[src/rtl/ezs_pkg.sv]
`default_nettype none
package ezs_pkg;

  // Fixed field widths
  localparam int unsigned NumChannels = 6;
  localparam int unsigned ChanW       = 3;
  localparam int unsigned ValW        = 32;
  localparam int unsigned VarW        = 64;
  localparam int unsigned AlphaW      = 16;
  localparam int unsigned ScoreW      = 16;
  localparam int unsigned ThrW        = 15;
  localparam int unsigned CntW        = 8;
  localparam int unsigned FracBits    = 8;

  // Variance floor: round(1e-4 * 2^(2*FracBits)), at least one
  localparam logic [VarW-1:0] VarFloorRaw =
    ((64'd1 << (2 * FracBits)) + 64'd5000) / 64'd10000;
  localparam logic [VarW-1:0] VarFloor = (VarFloorRaw == '0) ? 64'd1 : VarFloorRaw;

  // Configuration register indexes
  localparam logic [2:0] CfgAlphaPacketRate = 3'd0;
  localparam logic [2:0] CfgAlphaByteRate   = 3'd1;
  localparam logic [2:0] CfgAlphaConns      = 3'd2;
  localparam logic [2:0] CfgAlphaNewConns   = 3'd3;
  localparam logic [2:0] CfgAlphaEntropy    = 3'd4;
  localparam logic [2:0] CfgAlphaAvgSize    = 3'd5;
  localparam logic [2:0] CfgThreshold       = 3'd6;
  localparam logic [2:0] CfgWarmup          = 3'd7;

  localparam logic [AlphaW-1:0] AlphaReset [NumChannels] =
    '{16'd9830, 16'd9830, 16'd7864, 16'd7864, 16'd6554, 16'd6554};
  localparam logic [ThrW-1:0] ThresholdReset = 15'd717;
  localparam logic [CntW-1:0] WarmupReset    = 8'd6;

  // Action codes
  localparam logic ActUpdate = 1'b0;
  localparam logic ActClear  = 1'b1;

  typedef struct packed {
    logic              start;
    logic              neg;
    logic [ValW-1:0]   mag;
    logic [ValW-1:0]   mean;
    logic [VarW-1:0]   variance;
    logic [AlphaW-1:0] alpha;
  } ezs_req_t;

  typedef struct packed {
    logic              done;
    logic [ValW-1:0]   mean;
    logic [VarW-1:0]   variance;
    logic [ScoreW-1:0] qmag;
  } ezs_rsp_t;

endpackage
`default_nettype wire

[src/rtl/ezs_core.sv]
`default_nettype none
// Iterative statistics engine: bit-serial square root, restoring divide,
// then mean and variance update through one shared 32x32 multiplier.
module ezs_core (
  input  wire logic            clk_i,
  input  wire logic            rst_ni,
  input  wire ezs_pkg::ezs_req_t req_i,
  output ezs_pkg::ezs_rsp_t    rsp_o
);

  typedef enum logic [3:0] {
    S_IDLE, S_SQRT, S_DIV, S_MSTEP, S_MSQ, S_QLO, S_QHI, S_QSUM, S_ADD, S_DONE
  } state_e;

  state_e       state_q;
  logic [5:0]   cnt_q;
  logic         neg_q, phase_q;
  logic [31:0]  mag_q, mean_q, root_q, drem_q;
  logic [63:0]  var_q, v_q, x_q, t_q, var_new_q;
  logic [15:0]  alpha_q, qmag_q;
  logic [34:0]  rem_q;
  logic [39:0]  num_q, quot_q;
  logic [47:0]  p_q;
  logic [16:0]  k_q;
  logic [48:0]  lo_q, hi_q;

  logic [31:0]  mul_a, mul_b;
  logic [63:0]  mul_p;
  logic [34:0]  rem_n, trial;
  logic         sq_ge;
  logic [32:0]  dr_n;
  logic         dv_ge;
  logic [80:0]  qsum;
  logic [63:0]  qres;
  logic [64:0]  vsum;
  logic [39:0]  qmax;
  logic [31:0]  step;

  // Select operands of the shared multiplier
  always_comb begin
    unique case (state_q)
      S_MSTEP: begin
        mul_a = mag_q;
        mul_b = {16'd0, alpha_q};
      end
      S_MSQ: begin
        mul_a = mag_q;
        mul_b = mag_q;
      end
      S_QLO: begin
        mul_a = x_q[31:0];
        mul_b = {15'd0, k_q};
      end
      S_QHI: begin
        mul_a = x_q[63:32];
        mul_b = {15'd0, k_q};
      end
      default: begin
        mul_a = '0;
        mul_b = '0;
      end
    endcase
  end
  assign mul_p = mul_a * mul_b;

  // Square root digit step and divide step
  assign rem_n = {rem_q[32:0], v_q[63:62]};
  assign trial = {1'b0, root_q, 2'b01};
  assign sq_ge = (rem_n >= trial);
  assign dr_n  = {drem_q, num_q[39]};
  assign dv_ge = (dr_n >= {1'b0, root_q});

  assign qsum = {hi_q, 32'd0} + {32'd0, lo_q};
  assign qres = qsum[79:16];
  assign vsum = {1'b0, var_q} + {1'b0, t_q};
  assign qmax = neg_q ? 40'd32768 : 40'd32767;
  assign step = p_q[47:16];

  always_ff @(posedge clk_i or negedge rst_ni) begin
    if (!rst_ni) begin
      state_q   <= S_IDLE;
      cnt_q     <= '0;
      neg_q     <= 1'b0;
      phase_q   <= 1'b0;
      mag_q     <= '0;
      mean_q    <= '0;
      root_q    <= '0;
      drem_q    <= '0;
      var_q     <= '0;
      v_q       <= '0;
      x_q       <= '0;
      t_q       <= '0;
      var_new_q <= '0;
      alpha_q   <= '0;
      qmag_q    <= '0;
      rem_q     <= '0;
      num_q     <= '0;
      quot_q    <= '0;
      p_q       <= '0;
      k_q       <= '0;
      lo_q      <= '0;
      hi_q      <= '0;
    end else begin
      unique case (state_q)
        S_IDLE: begin
          if (req_i.start) begin
            neg_q   <= req_i.neg;
            mag_q   <= req_i.mag;
            mean_q  <= req_i.mean;
            var_q   <= req_i.variance;
            alpha_q <= req_i.alpha;
            v_q     <= (req_i.variance > ezs_pkg::VarFloor) ? req_i.variance
                                                            : ezs_pkg::VarFloor;
            rem_q   <= '0;
            root_q  <= '0;
            cnt_q   <= 6'd31;
            state_q <= S_SQRT;
          end
        end
        // Two radicand bits per cycle
        S_SQRT: begin
          v_q <= {v_q[61:0], 2'b00};
          if (sq_ge) begin
            rem_q  <= rem_n - trial;
            root_q <= {root_q[30:0], 1'b1};
          end else begin
            rem_q  <= rem_n;
            root_q <= {root_q[30:0], 1'b0};
          end
          if (cnt_q == '0) begin
            num_q   <= {mag_q, 8'd0};
            drem_q  <= '0;
            quot_q  <= '0;
            cnt_q   <= 6'd39;
            state_q <= S_DIV;
          end else begin
            cnt_q <= cnt_q - 6'd1;
          end
        end
        // One quotient bit per cycle
        S_DIV: begin
          num_q <= {num_q[38:0], 1'b0};
          if (dv_ge) begin
            drem_q <= 32'(dr_n - {1'b0, root_q});
            quot_q <= {quot_q[38:0], 1'b1};
          end else begin
            drem_q <= dr_n[31:0];
            quot_q <= {quot_q[38:0], 1'b0};
          end
          if (cnt_q == '0) begin
            state_q <= S_MSTEP;
          end else begin
            cnt_q <= cnt_q - 6'd1;
          end
        end
        S_MSTEP: begin
          qmag_q  <= (quot_q > qmax) ? qmax[15:0] : quot_q[15:0];
          p_q     <= mul_p[47:0];
          state_q <= S_MSQ;
        end
        // Apply mean step, square the deviation
        S_MSQ: begin
          mean_q  <= neg_q ? (mean_q - step) : (mean_q + step);
          x_q     <= mul_p;
          k_q     <= {1'b0, alpha_q};
          phase_q <= 1'b0;
          state_q <= S_QLO;
        end
        S_QLO: begin
          lo_q    <= mul_p[48:0];
          state_q <= S_QHI;
        end
        S_QHI: begin
          hi_q    <= mul_p[48:0];
          state_q <= S_QSUM;
        end
        S_QSUM: begin
          if (phase_q) begin
            var_new_q <= qres;
            state_q   <= S_DONE;
          end else begin
            t_q     <= qres;
            state_q <= S_ADD;
          end
        end
        // Saturating sum, then scale by one minus alpha
        S_ADD: begin
          x_q     <= vsum[64] ? '1 : vsum[63:0];
          k_q     <= 17'h10000 - {1'b0, alpha_q};
          phase_q <= 1'b1;
          state_q <= S_QLO;
        end
        S_DONE: begin
          state_q <= S_IDLE;
        end
        default: state_q <= S_IDLE;
      endcase
    end
  end

  assign rsp_o.done     = (state_q == S_DONE);
  assign rsp_o.mean     = mean_q;
  assign rsp_o.variance = var_new_q;
  assign rsp_o.qmag     = qmag_q;

endmodule
`default_nettype wire

[config.mk]
export PLATFORM = sky130hd
export DESIGN_NAME = ezs_core
export DESIGN_NICKNAME = d
export VERILOG_FILES = /design/src/rtl/ezs_pkg.sv /design/src/rtl/ezs_core.sv
export SDC_FILE = /design/constraint.sdc
export NUM_CORES = 2
export LEC_CHECK = 0
export BUFFER_PORTS_ARGS = -buffer_cell sky130_fd_sc_hd__buf_2
export CAP_MARGIN = 20
export CORE_ASPECT_RATIO = 1.25
export CORE_MARGIN = 3
export CORE_UTILIZATION = 65
export DETAILED_ROUTE_END_ITERATION = 10
export PLACE_DENSITY_LB_ADDON = 0.3
export SLEW_MARGIN = 10
export SYNTH_ARGS = -nofsm -noshare
export SYNTH_HDL_FRONTEND = slang
export SYNTH_SLANG_ARGS = --single-unit
[constraint.sdc]
create_clock -name clk_i -period 10.5 [get_ports clk_i]
set_input_delay 0.525 -clock clk_i [delete_from_list [all_inputs] [get_ports clk_i]]
set_output_delay 0.525 -clock clk_i [all_outputs]
set_load 0.05 [all_outputs]
Word-level counts from Yosys, hierarchy flattened

Cells that the tools add are included.

Bits in latches: 0
Bits in writable memories: 0
Logic and storage cells: 104
Memories kept: 0
Flip-flop bits (word level): 767
Input port bits: 148
Output and inout bits: 113
Memory bits (read-only): 0

Shift-type cells: 0
Bitwise logic cells: 1
$mul: 1
Div/mod/pow operators: 0
Eq/ne operators: 13
Reduce and logical (&&, ||, !) cells: 18
Multiplexer cells: 37
Order comparisons: 4
Add/subtract/negate cells: 8

Operators by type and width:

| cell                | number |
|---|---|
| $pmux 64 s2         | 2 |
| $mux 64             | 3 |
| $pmux 32 s2         | 3 |
| $pmux 32 s3         | 2 |
| $mux 32             | 5 |
| $pmux 40 s2         | 2 |
| $add 80x49->80      | 1 |
| $mux 40             | 2 |
| $mux 33             | 2 |
| $pmux 33 s2         | 1 |
| $add 64x64->65      | 1 |
| $gt 64x3->1 const B | 1 |
| $mul 32x32->64      | 1 |
| $sub 32x32->32      | 2 |
| $gt 40x16->1        | 1 |
| $ge 35x34->1        | 1 |
| $pmux 17 s2         | 1 |
| $ge 33x32->1        | 1 |
| $sub 33x33->33      | 1 |
| $add 32x32->32      | 1 |
| $mux 16             | 2 |
| $pmux 4 s8          | 1 |
| $mux 6              | 3 |
| $pmux 6 s3          | 1 |
| 18 further kinds    | 41 |

Logic depth before layout (Yosys ltp)

Word-level depth: 5
Gate-level depth with buffers: 38
Gate-level depth less buffers: 34

Worst setup path after synthesis

No wires, ideal clock.

Path type: flip-flop to flip-flop
Start: register state_q[0]
End: register x_q[58]
Path buffers: 5
Library setup time: 78 ps
Arrival time: 8892 ps
Required time: 10422 ps
Stages on the path, launching flop included: 32
Clock period less this slack: 8970 ps
Slack: 1530 ps
Cell sequence: dfrtp_1 -> clkbuf_1 -> nor3_1 -> clkbuf_1 -> buf_1 -> nand2_1 -> inv_1 -> buf_1 -> nand2_1 -> fa_1 -> fa_1 -> inv_1 -> fa_1 -> fa_1 -> fa_1 -> fa_1 -> fa_1 -> inv_1 -> fa_1 -> inv_1 -> ha_1 -> clkbuf_1 -> and2_1 -> nand2_1 -> a211o_1 -> a311o_1 -> a31o_2 -> a211o_1 -> nand2b_1 -> mux2i_1 -> o221ai_1 -> a21oi_1

Longest elaborated chain between the ends: 5
Elaborated cells on any way between the ends: 12
Those cells by class: 1 x mul; 5 x eq/ne; 3 x mux; 3 x reduce/logical

Ends and longest elaborated chain:

| what                                     | RTL line                        | RTL |
|---|---|---|
| from (decl)                              | ezs_core.sv:15                  | `state_e state_q;` |
| from (signal assigned)                   | ezs_core.sv:81                  | `state_q <= S_IDLE;` |
| from (signal assigned)                   | ezs_core.sv:117                 | `state_q <= S_SQRT;` |
| from (signal assigned)                   | ezs_core.sv:135                 | `state_q <= S_DIV;` |
| $eq 4x3->1, or another cell as far along | ezs_core.sv:41, ezs_core.sv:104 |  |
| $reduce_or 2->1 (no line)                | n/a                             |  |
| $pmux 32 s3                              | ezs_core.sv:41                  | `unique case (state_q)` |
| $mul 32x32->64                           | ezs_core.sv:64                  | `assign mul_p = mul_a * mul_b;` |
| $pmux 64 s2                              | ezs_core.sv:104                 | `unique case (state_q)` |
| to (signal assigned)                     | ezs_core.sv:164                 | `x_q <= mul_p;` |
| to (signal assigned)                     | ezs_core.sv:188                 | `x_q <= vsum[64] ? '1 : vsum[63:0];` |
| to (decl)                                | ezs_core.sv:19                  | `logic [63:0] var_q, v_q, x_q, t_q, var_new_q;` |

Several ways; a longest one is shown, not always the timed one.
A chain may end at the register's enable or synchronous reset.

Worst setup path after layout

Start: register state_q[1]
End: register x_q[43]

Same word-level chain as after synthesis.

==> flow_metrics.env <==
export IMPL_die_y_um=381
export IMPL_cp_startpoint="state_q[1]"
export IMPL_rsz0062_at_grt="false"
export IMPL_syn_area_um2=73300
export IMPL_yosysTopAreaCell="dfrtp_1"
export IMPL_firstDrtPassIters=9
export IMPL_slowest_delay_ns=0.95
export IMPL_synth_flop_cell="dfrtp_1"
export IMPL_clk_path_buf_depth=3
export IMPL_gp_congestion=1.08
export IMPL_setup_viol=0
export IMPL_crit_path_frequent_cell="fa_1"
export IMPL_fin_skew_ns=0.0268
export IMPL_maxSlewViolCount=0
export IMPL_gr_usage_all_layers_pct=44.9
export IMPL_relSlewSlack_pct=22.0
export IMPL_hold_class="input pin to async pin"
export IMPL_post_cts_buffers=0
export IMPL_met3_length_um=22700
export IMPL_outcome="finished with violations"
export IMPL_clk_pin_slew_ns=0.07
export IMPL_start_util_pct=65.5
export IMPL_ir_drop_uv=159
export IMPL_synthCells=8558
export IMPL_tns_ns=0
export IMPL_hpwl_um=208000
export IMPL_fin_crit_sh_pct=99.4
export IMPL_fp_dieW_um=306
export IMPL_cts_sinks=727
export IMPL_wl_met1_um=91300
export IMPL_syn_nets=10100
export IMPL_cts_tree="built"
export IMPL_tightest_slew_ns=1.16
export IMPL_antenna_found_initial=10
export IMPL_vias=64000
export IMPL_wl_met2_um=117000
export IMPL_synthArstFlopShare_pct=100
export IMPL_cts_buffers=71
export IMPL_io_buffers=260
export IMPL_reg2reg_from="state_q[1]"
export IMPL_yosys_area_top_type_share_pct=24.8
export IMPL_core_um2=112000
export IMPL_drc=0
export IMPL_fin_crit_ns=10.44
export IMPL_drt_iter0_markers=6683
export IMPL_cp_arrival_ns=10.92
export IMPL_io_pins=261
export IMPL_design_die_area_um2=117000
export IMPL_routed_wl_um=259000
export IMPL_multiInputGateArea_um2=49400
export IMPL_synth_avg_cell_area_um2=8.56
export IMPL_fmax_mhz=95.8
export IMPL_final_hold_violation_count=2
export IMPL_post_drt_wl_per_cell_um=25.3
export IMPL_grt_pass1_wl_um=395000
export IMPL_cts_root_buf="clkbuf_16"
export IMPL_p_leak_nw=40.7
export IMPL_ff_latch_area_um2=18200
export IMPL_timing_rr_end="x_q[43]"
export IMPL_r2r_slack_ns=0.06
export IMPL_clk_latency_ns=0.65
export IMPL_area_growth_pct=8.19
export IMPL_synth_warnings=0
export IMPL_highest_layer="met5"
export IMPL_cp_start_kind="flip-flop"
export IMPL_h_tree_depth=3
export IMPL_avgViaCountPerCell=6.26
export IMPL_grt_pass1_vias=65800
export IMPL_cp_end_kind="flip-flop"
export IMPL_violations="negative hold slack"
export IMPL_synth_edf_count=0
export IMPL_rows=137
export IMPL_r2r_cells=26
export IMPL_critPathMaxFanout=20
export IMPL_powerDensity_nw_per_um2=70.3
export IMPL_holdWs_ns=-0.00674
export IMPL_grt_max_degree=185
export IMPL_seq_area_frac_synth_pct=24.8
export IMPL_ys_ff_latch=727
export IMPL_synth_cell_types=86
export IMPL_critPathSlowestCell="xor2_1"
export IMPL_grt_overflow_total=0
export IMPL_synth_area_leaders="dfrtp_1 25%, fa_1 25%, nand2_1 9.1%"
export IMPL_fillers=8615
export IMPL_drive_above_1_share_pct=8.56
export IMPL_nNetsFinal=10200
export IMPL_maxCapViolCount=0
export IMPL_required_ns=10.98
export IMPL_crit_type="flip-flop to flip-flop"
export IMPL_antenna_left=0
-- worst max-delay path by stage --
stage	end	slack [ns]	cells past startpoint
4_1_cts	x_q[46]	0.21	29
3_5_place_dp	x_q[46]	0.24	29
2_1_floorplan	x_q[58]	1.53	31
5_1_grt	x_q[47]	0.004	29
3_3_place_gp	x_q[46]	0.20	29
6_report	x_q[43]	0.06	26
-- cell usage after synthesis, drive strengths merged, types with 118 or more instances --
master	instances
fa	900
dfrtp	727
nand3	143
a21oi	327
a22oi	118
nor2	747
xnor2	179
ha	461
nand2	1772
o21ai	482
inv	1065
clkbuf	410
-- worst max-delay path: cells and delay by family (launching register included) --
family / cells / cell delay (ns)
xor gates and xnor gates: 1 / 0.95
DFF: 1 / 0.61
and+or+nand+nor: 5 / 1.44
adders and majority gates: 9 / 4.60
buffers and inverters: 6 / 0.58
AOI/OAI and AO/OA: 5 / 2.07
-- flip-flops by register name (all words and copies together) (netlist names), 6 cells and up --
signal,count
qmag_q,16
cnt_q,6
drem_q,32
v_q,64
x_q,64
alpha_q,16
quot_q,40
num_q,32
root_q,32
p_q,32
hi_q,48
var_q,64
var_new_q,64
mean_q,32
lo_q,33
mag_q,32
t_q,64
rem_q,33
k_q,17
-- cells by family after synthesis --
| logic type | count (synthesis) | share of synthesized area, % |
|---|---|---|
| buffers and inverters | 1527 | 7.88 |
| XOR/XNOR | 271 | 3.24 |
| flip-flops | 727 | 24.8 |
| AND/OR/NAND/NOR | 3091 | 17.5 |
| adder cells (fa/ha/maj) | 1361 | 32.5 |
| multiplexers | 106 | 1.51 |
| AO/OA/AOI/OAI | 1475 | 12.5 |
-- final cells by class --
class / count / area share [%]
inverters: 1069 / 5.06
multi-input cells: 6304 / 62.4
flip-flops and latches: 727 / 23.0
repair buffers: 518 / 4.27
diodes: 9 / 0.0284
well taps: 1459 / 2.30
clock inverters: 42 / 0.570
clock buffers: 86 / 2.43
-- layer usage --
| layer | global-route usage (%) | up-vias |
|---|---|---|
| met5 | 0 | - |
| met4 | 36.7 | 4 |
| met3 | 8.32 | 1082 |
| met2 | 71.0 | 3574 |
| met1 | 53.9 | 31400 |
| li1 | - | 27800 |
-- layout by cell type (no fill, tap or decap), types with 72 or more instances in the layout --
cell	Yosys	layout
buf_4	8	247
nand2_1	1772	1761
a31oi_1	102	102
dfrtp_1	727	727
inv_1	1065	1065
nand3_1	143	141
clkbuf_16	0	72
buf_2	9	259
fa_1	900	900
xor2_1	92	92
a22oi_1	118	118
nor2_1	746	742
a21o_1	107	107
a21oi_1	326	325
ha_1	461	461
xnor2_1	179	178
o21ai_0	478	478
-- stage by stage --
stage               worst slack, ns  utilization (%)  instance area, µm²  cells  power, W
global route                0.00364             70.9               79200  10200   0.00570
CTS                           0.207             70.8               79100  10200   0.00559
detailed placement            0.243             68.7               76800  10100   0.00296
finish                       0.0582             70.9               79300  10200   0.00557
global placement              0.199             68.7               76700  10100   0.00296
floorplan                      1.53                -               73300   8558   0.00286
-- report_power, final --
part           switching, W  total, W  internal [W]
combinational     0.0000788  0.000103     0.0000238
sequential                0   0.00280       0.00280
clock               0.00120   0.00267       0.00148
-- repair_timing --
action                                  CTS  global route
hold buffers                              0             0
gates resized for setup                   0             9
endpoints found under the setup margin    0            31
Power figures use the tool's default switching activity.
